[src/espl_pkg.sv]
// Package: shared types, constants and command/status structs for the speed loop.
`timescale 1ns / 1ps
package espl_pkg;

    localparam int unsigned CounterBitsDefault = 16;
    localparam int unsigned SpeedNum = 60318592;
    localparam int unsigned SpeedDen = 2500;
    localparam int signed IntegLimit = 12800;
    localparam int unsigned RpmMax = 800;

    typedef enum logic [2:0] {
        CFG_TARGET = 3'd0,
        CFG_GAIN_P = 3'd1,
        CFG_GAIN_I = 3'd2,
        CFG_GAIN_D = 3'd3,
        CFG_WEIGHT = 3'd4,
        CFG_REVERSE = 3'd5
    } t_cfg_idx;

    typedef enum logic [3:0] {
        ST_IDLE,
        ST_DELTA,
        ST_MUL,
        ST_DIV,
        ST_FILT,
        ST_ERR,
        ST_INC,
        ST_INTEG,
        ST_PID,
        ST_FREQ,
        ST_PERIOD,
        ST_OUT
    } t_state;

    // Controller to datapath
    typedef struct packed {
        logic load;
        logic clear;
        logic do_delta;
        logic do_mul;
        logic div_start;
        logic do_filt;
        logic do_err;
        logic do_inc;
        logic do_integ;
        logic do_pid;
        logic do_freq;
        logic out_load;
        logic out_idle;
    } t_cmd;

    // Datapath to controller
    typedef struct packed {
        logic enable;
        logic zero_ticks;
        logic div_busy;
    } t_sts;

endpackage

[src/espl_ctrl.sv]
// Controller: sequences one control tick through the datapath.
`timescale 1ns / 1ps
module espl_ctrl (
    input  logic             i_clk,
    input  logic             i_rst_n,
    input  logic             i_in_valid,
    output logic             o_in_ready,
    input  logic             i_out_ready,
    output logic             o_out_valid,
    input  espl_pkg::t_sts   i_sts,
    output espl_pkg::t_cmd   o_cmd,
    output espl_pkg::t_state o_state
);
    import espl_pkg::*;

    t_state r_state, n_state;
    logic   r_out_valid, n_out_valid;

    assign o_out_valid = r_out_valid;
    assign o_state     = r_state;

    always_ff @(posedge i_clk) begin
        if (!i_rst_n) begin
            r_state     <= ST_IDLE;
            r_out_valid <= 1'b0;
        end else begin
            r_state     <= n_state;
            r_out_valid <= n_out_valid;
        end
    end

    always_comb begin
        n_state     = r_state;
        n_out_valid = r_out_valid;
        o_cmd       = '0;
        o_in_ready  = 1'b0;
        if (r_out_valid && i_out_ready) begin
            n_out_valid = 1'b0;
        end
        unique case (r_state)
            ST_IDLE: begin
                o_in_ready = 1'b1;
                if (i_in_valid) begin
                    o_cmd.load = 1'b1;
                    n_state    = ST_DELTA;
                end
            end
            ST_DELTA: begin
                if (!i_sts.enable) begin
                    o_cmd.clear = 1'b1;
                    n_state     = ST_OUT;
                end else begin
                    o_cmd.do_delta = 1'b1;
                    n_state        = i_sts.zero_ticks ? ST_ERR : ST_MUL;
                end
            end
            ST_MUL: begin
                o_cmd.do_mul    = 1'b1;
                o_cmd.div_start = 1'b1;
                n_state         = ST_DIV;
            end
            ST_DIV: begin
                if (!i_sts.div_busy) begin
                    n_state = ST_FILT;
                end
            end
            ST_FILT: begin
                o_cmd.do_filt = 1'b1;
                n_state       = ST_ERR;
            end
            ST_ERR: begin
                o_cmd.do_err = 1'b1;
                n_state      = ST_INC;
            end
            ST_INC: begin
                o_cmd.do_inc = 1'b1;
                n_state      = ST_INTEG;
            end
            ST_INTEG: begin
                o_cmd.do_integ = 1'b1;
                n_state        = ST_PID;
            end
            ST_PID: begin
                o_cmd.do_pid = 1'b1;
                n_state      = ST_FREQ;
            end
            ST_FREQ: begin
                o_cmd.do_freq   = 1'b1;
                o_cmd.div_start = 1'b1;
                n_state         = ST_PERIOD;
            end
            ST_PERIOD: begin
                if (!i_sts.div_busy) begin
                    n_state = ST_OUT;
                end
            end
            ST_OUT: begin
                // Wait for the output register to drain, then load and present the result
                if (!r_out_valid || i_out_ready) begin
                    o_cmd.out_load = i_sts.enable;
                    o_cmd.out_idle = !i_sts.enable;
                    n_out_valid    = 1'b1;
                    n_state        = ST_IDLE;
                end
            end
            default: n_state = ST_IDLE;
        endcase
    end
endmodule

[config.mk]
export PLATFORM = sky130hd
export DESIGN_NAME = espl_ctrl
export DESIGN_NICKNAME = d
export VERILOG_FILES = /design/src/espl_pkg.sv /design/src/espl_ctrl.sv
export SDC_FILE = /design/constraint.sdc
export NUM_CORES = 1
export LEC_CHECK = 0
export BUFFER_PORTS_ARGS = -buffer_cell sky130_fd_sc_hd__clkbuf_2
export CAP_MARGIN = 15
export CORE_AREA = 4 4 41 43
export DETAILED_ROUTE_END_ITERATION = 7
export DIE_AREA = 0 0 45 47
export PLACE_DENSITY = 0.66
export SKIP_LAST_GASP = 1
export SYNTH_ARGS = -nofsm -noshare
export SYNTH_HDL_FRONTEND = slang
export SYNTH_SLANG_ARGS = --single-unit
[constraint.sdc]
create_clock -name i_clk -period 1.4 [get_ports i_clk]
set_input_delay 0.14 -clock i_clk [delete_from_list [all_inputs] [get_ports i_clk]]
set_output_delay 0.14 -clock i_clk [all_outputs]
set_load 0.005 [all_outputs]
Yosys cells after proc, flatten, opt, wreduce, memory -nomap -nowiden
Index checks and enable logic that the tools add are counted.
{ "classes": {"n_eq_ne": 15, "mux": 26, "reduce_logical": 7} }
{ "op_table": {"columns": ["cell", "n"], "rows": [
  ["4-bit case mux with 12 select lines", 1],
  ["4-bit 2-to-1 mux", 5],
  ["4-bit by 3-bit equality test with 1-bit output, second input constant", 4],
  ["4-bit equality test, second input constant", 4],
  ["1-bit 2-to-1 mux", 16],
  ["4-bit by 2-bit equality test with 1-bit output, second input constant", 2],
  ["2-bit inequality test, second input constant", 4],
  ["2-bit 2-to-1 mux", 3],
  ["4-bit by 1-bit equality test with 1-bit output, second input constant", 1],
  ["4-bit zero test", 1],
  ["4-bit AND reduction", 1],
  ["3-bit 2-to-1 mux", 1],
  ["1-bit zero test", 2],
  ["2-bit OR reduction", 1],
  ["1-bit logical AND", 1],
  ["1-bit logical OR", 1]
]} }
{ "word_totals": {"regBits": 5, "in_bits": 7, "out_inout_bits": 19, "word_cells": 50} }

Logic depth before layout (Yosys ltp)
{ "logic_depth": {"depth_word": 4, "mapped_depth": 5, "depth_no_buf": 4} }

Worst setup path before layout
OpenSTA, ideal clock, no wires.
{ "synth_timing": {"kind": "reg-to-reg", "start": "register r_state[0], in the netlist o_state[0]", "end": "register r_state[0], in the netlist o_state[0]", "setup_time_ns": 0.118, "t_arrival_ns": 1.081, "required_time_ns": 1.282, "slack_ns": 0.201, "stages_incl_launch_ff": 4, "path_buffers": 0, "period_less_slack_ns": 1.199, "path_cell_list": "dfxtp_1 -> nor4_1 -> a21o_1 -> o21ai_1"} }
{ "synth_between": {"elab_chain_cells": 3, "elab_cells_between_ends": 18, "classes_between": "eq/ne: 15; mux: 1; reduce/logical: 2"} }
{ "synth_rtl": {"columns": ["element", "line", "source"], "rows": [
  ["start: declaration", "espl_ctrl.sv:16", "t_state r_state, n_state;"],
  ["start signal: assignment", "espl_ctrl.sv:27", "r_state <= n_state;"],
  ["4-bit equality test (tied with other cells)", "espl_ctrl.sv:40", "unique case (r_state)"],
  ["2-bit inequality test (no source line)", null, null],
  ["4-bit AND reduction (no source line)", null, null]
]} }
Parallel ways exist; a longest one is shown, timed or not.
A chain may end at the register's enable or synchronous reset.

==> results <==
- The run finished, with violations left.
- The checks that failed: negative setup slack.
- Across all setup checks in the final design, the least slack found is -0.0228 ns.
- The aggregate global-route resource usage is between 10% and 20%.
- After clock tree synthesis, the clock-pin slew on the worst setup and hold paths is 0.05 ns.
- The number of hold-slack violations in the final timing report is 0.
- Compared with the post-synthesis result, the final layout area differs by 86.6%.
- When the netlist entered floorplanning its net count stood at 67.
- The most common flop cell mapped by yosys is sky130_fd_sc_hd__dfxtp_1.
- The via count is 622.
- In this run the count of I/O pins placed on the die edge is 26.
- CTS built an H-tree with a depth of 1.
- The achievable frequency is around 700 MHz.
- The max-cap violation count is 0.
- The post-route antenna net violation count is 0.
- The starting density of the core is 33.8%.
- The final period utilization is 102%.
- The combined area of all synthesized cells is approximately 440 µm².
- Setup repair after global routing could not meet its margin everywhere.
- The total overflow left after global routing is 0.
- The number of input and output port buffers inserted is 25.
- The estimated wirelength of the detail-placed design is around 1.0 mm.
- A synthesized cell averages between 7 and 8 µm².
- For met3 alone, demand over resource in global routing was 4.21%.
- In this run the worst path has a maximum fanout of 7.
- The finished cells cover 822 µm².
- The share of the Yosys chip area taken by registers is a little under a quarter.
- The hold-fix buffer count after cts is 0.
- After synthesis the netlist holds a flip-flop and latch count of 5.
- The category of the worst setup path launch point is a register.
- The setup violation total in the final timing report is 1.
- The overall power consumption is 1270 µW.
- The met2 track demand over resource in global routing is 29.4%.
- The power density relative to cell area is ~1500 mW/mm².
- The post-detailed-routing wire length is 1.69 mm.
- The global routing stage identified its most utilized layer as met2.
- The clock latency at the later pin of the worst-skew pair is 0.25 ns.
- The net count of the finished layout is 112.
- For this run, global-route usage on met1 was measured as 19.0%.
- The setup slack after placement is 0.0679 ns.
- The die boundary width is 45 µm.
- The number of core rows is 13.
- In the routed layout, each cell is associated on average with a via count of 5.23.
- The worst register-to-register path begins at o_state[0].
- The share of final-layout standard cells stronger than drive strength 1 is 62.5%.
- The count of antenna diodes in the layout is 0.
- The number of cells on the worst hold path is 2.
- The number of placed instances, taps included, is roughly 100.
- The share of synthesized flip-flops with an asynchronous set or reset is 0%.
- The clock passes through at most 2 buffers.
- After the first detailed-routing iteration, the DRC count stood at 13.
- Dividing the detail-routed wire length by the instance count gives 14.2 µm.
- The master cell of the clock root buffer is sky130_fd_sc_hd__clkbuf_4.
- The time the worst path needs with I/O delays and setup is around 1.4 ns.
- TritonCTS built the clock tree.
- Across the VDD grid, the largest voltage drop is around 0.9 mV.
- The Yosys step of the flow raised 0 warnings.
- The leakage dissipation is 0.000399 µW.
- The number of clock buffers added by TritonCTS is 3.
- The nature of the critical path endpoint is a primary output.
- The floorplan step defined a die boundary enclosing 0.00212 mm².
- The count of different cell masters after synthesis is 28.
- The slew at the pin with the worst max-slew slack is about 0.36 ns.
- Sequential cells account for between 20% and 30% of the total power.
- Net switching is 40.0% of the power.
- The pin count of the biggest net entering global routing is 12.
- The setup slack of the worst register-to-register path is 0.04 ns.
- The cell depth of the worst flop-to-flop path is 6.
- The worst hold path terminates at o_state[1].
- The number of sinks on the clock net is 5.
- Headroom to the max-slew limit came out at between 70% and 80%.
- The cell internal power dissipation is 760 µW.
- The worst hold path class is in2reg.
- The first global-routing pass estimated between 2 and 3 mm of wire.
- The total placed instance area is about 620 µm².
- STA puts the critical path data arrival time at 1.28 ns.
- The number of cells produced by synthesis is 60.
- The worst flop-to-flop path endpoint is o_state[1].
- The combinational fraction of design power is 65.3%.
- The first detailed-routing pass took 4 iterations.
- For this run, design rule violations remaining after detail routing come to 0.
- The clock skew is 0.00840 ns.
- Routability-driven placement finished with a final weighted congestion of 0.805.
- The start point of the worst min-delay path is i_rst_n.
- The number of enable flip-flop cells after synthesis is 0.
- The worst setup path is of the reg2out kind.
- The number of standard cells in the final layout excluding fillers is 119.
- The worst path required time is 1.26 ns.
- The initial antenna violation count is 0.
- From bottom edge to top edge, the die measures ~47 µm.
- The region available for standard cell placement spans 0.00130 mm².
- The power share of the clock group is between 10% and 20%.
- For this design the total switching power over the nets is 506 µW.
- The number of max-slew violations in the final report is 0.
- The via count of the first global-routing pass is roughly 600.
## flip-flops by register name, indices dropped and copies added (netlist names)
| name | count |
|---|---|
| o_state | 4 |
| o_out_valid | 1 |
## layout make-up
| cell class | count | area [µm²] |
|---|---|---|
| sequential | 5 | 115 |
| multi-input combinational | 49 | 378 |
| tap | 15 | 18.8 |
| timing repair buffer | 44 | 275 |
| fill | 114 | 479 |
| clock inverter | 1 | 5.00 |
| clock buffer | 3 | 22.5 |
| inverter | 2 | 7.51 |
## through the flow
step / setup TNS (ns) / hold WS, ns / utilization (%)
after floorplan: 0 / 0.258 / -
after global placement: 0 / 0.447 / 48.0
after detailed placement: 0 / 0.457 / 48.0
after CTS: -0.00979 / 0.179 / 56.5
after global routing: -0.417 / 0.175 / 63.2
final: -0.0228 / 0.187 / 63.2
## metal layers
layer  vias to the layer above  part of all wire [%]
li1                        309                     -
met3                         6                   6.9
met1                       276                    40
met2                        31                    50
met5                         -                     0
met4                         0                   3.0
## cell usage after synthesis (2+ instances only)
cell	n	area [µm²]
sky130_fd_sc_hd__nand3_1	3	15.0
sky130_fd_sc_hd__o21ai_1	2	10.0
sky130_fd_sc_hd__nor2b_1	2	12.5
sky130_fd_sc_hd__nand2b_1	5	31.3
sky130_fd_sc_hd__nor4_1	3	18.8
sky130_fd_sc_hd__o21ai_0	2	10.0
sky130_fd_sc_hd__buf_2	4	20.0
sky130_fd_sc_hd__dfxtp_1	5	100
sky130_fd_sc_hd__inv_1	2	7.51
sky130_fd_sc_hd__a21oi_1	4	20.0
sky130_fd_sc_hd__nor3_1	3	15.0
sky130_fd_sc_hd__o21a_1	2	15.0
sky130_fd_sc_hd__nor2_1	8	30.0
## cell usage in the layout (no fill, tap or decap)
| master | instances |
|---|---|
| sky130_fd_sc_hd__nor3b_1 | 1 |
| sky130_fd_sc_hd__nand2b_1 | 2 |
| sky130_fd_sc_hd__o2111ai_1 | 1 |
| sky130_fd_sc_hd__nand3_1 | 3 |
| sky130_fd_sc_hd__o2bb2ai_2 | 1 |
| sky130_fd_sc_hd__and3b_1 | 1 |
| sky130_fd_sc_hd__a221oi_1 | 1 |
| sky130_fd_sc_hd__nand2b_4 | 3 |
| sky130_fd_sc_hd__clkbuf_4 | 3 |
| sky130_fd_sc_hd__nor2_1 | 6 |
| sky130_fd_sc_hd__a31o_2 | 1 |
| sky130_fd_sc_hd__nor4b_2 | 1 |
| sky130_fd_sc_hd__clkinv_2 | 1 |
| sky130_fd_sc_hd__nand3b_1 | 1 |
| sky130_fd_sc_hd__nor2_2 | 1 |
| sky130_fd_sc_hd__a21oi_1 | 4 |
| sky130_fd_sc_hd__a21o_1 | 1 |
| sky130_fd_sc_hd__inv_1 | 2 |
| sky130_fd_sc_hd__nand2_1 | 1 |
| sky130_fd_sc_hd__and3_1 | 1 |
| sky130_fd_sc_hd__o21a_1 | 2 |
| sky130_fd_sc_hd__a2111oi_0 | 1 |
| sky130_fd_sc_hd__nor2b_1 | 2 |
| sky130_fd_sc_hd__dfxtp_1 | 1 |
| sky130_fd_sc_hd__nor2_4 | 1 |
| sky130_fd_sc_hd__nor3_2 | 1 |
| sky130_fd_sc_hd__nor4_2 | 2 |
| sky130_fd_sc_hd__and4b_4 | 1 |
| sky130_fd_sc_hd__clkbuf_2 | 20 |
| sky130_fd_sc_hd__nor3_1 | 2 |
| sky130_fd_sc_hd__nor4_4 | 1 |
| sky130_fd_sc_hd__dfxtp_4 | 4 |
| sky130_fd_sc_hd__xnor2_1 | 1 |
| sky130_fd_sc_hd__buf_2 | 5 |
| sky130_fd_sc_hd__buf_6 | 2 |
| sky130_fd_sc_hd__o21ai_0 | 2 |
| sky130_fd_sc_hd__and2_1 | 1 |
| sky130_fd_sc_hd__buf_4 | 17 |
| sky130_fd_sc_hd__o21ai_1 | 2 |
## repair_timing
item                       4_1_cts  5_1_grt
resized for setup               11       19
setup endpoints to repair       11       10
pin swaps                        2        2
buffers inserted                 6        5
## power by group through the flow
stage / Combinational [µW] / Clock [µW] / Sequential [µW]
after global placement: 539 / 0 / 244
after floorplan: 321 / 0 / 221
after global routing: 884 / 200 / 278
final: 826 / 170 / 270
after CTS: 675 / 173 / 254
after detailed placement: 542 / 0 / 244
## kinds of logic (layout without fill, tap and decap cells)
kind of cell	Yosys count	after routing	share of synthesized area, %
compound gates	16	16	25.6
xor+xnor	1	1	1.99
buf+inv	6	50	6.25
flops	5	5	22.7
simple gates	32	32	43.5
## worst max path at each step
stage | from | endpoint | slack, ns | cells past startpoint
floorplan | o_state[0] | o_state[0] | 0.20 | 3
global placement | o_state[2] | o_state[2] | 0.07 | 4
detailed placement | o_state[2] | o_state[2] | 0.07 | 4
CTS | o_state[0] | o_cmd[12] | -0.007 | 4
global route | o_state[0] | o_cmd[1] | -0.08 | 4
finish | o_state[0] | o_cmd[1] | -0.02 | 4
## critical path: stages, from the launching register on
cell	delay [ns]
sky130_fd_sc_hd__dfxtp_4	0.40
sky130_fd_sc_hd__buf_6	0.13
sky130_fd_sc_hd__and4b_4	0.25
sky130_fd_sc_hd__and3b_1	0.15
sky130_fd_sc_hd__clkbuf_2	0.11
(Power assumes the default switching activity.)
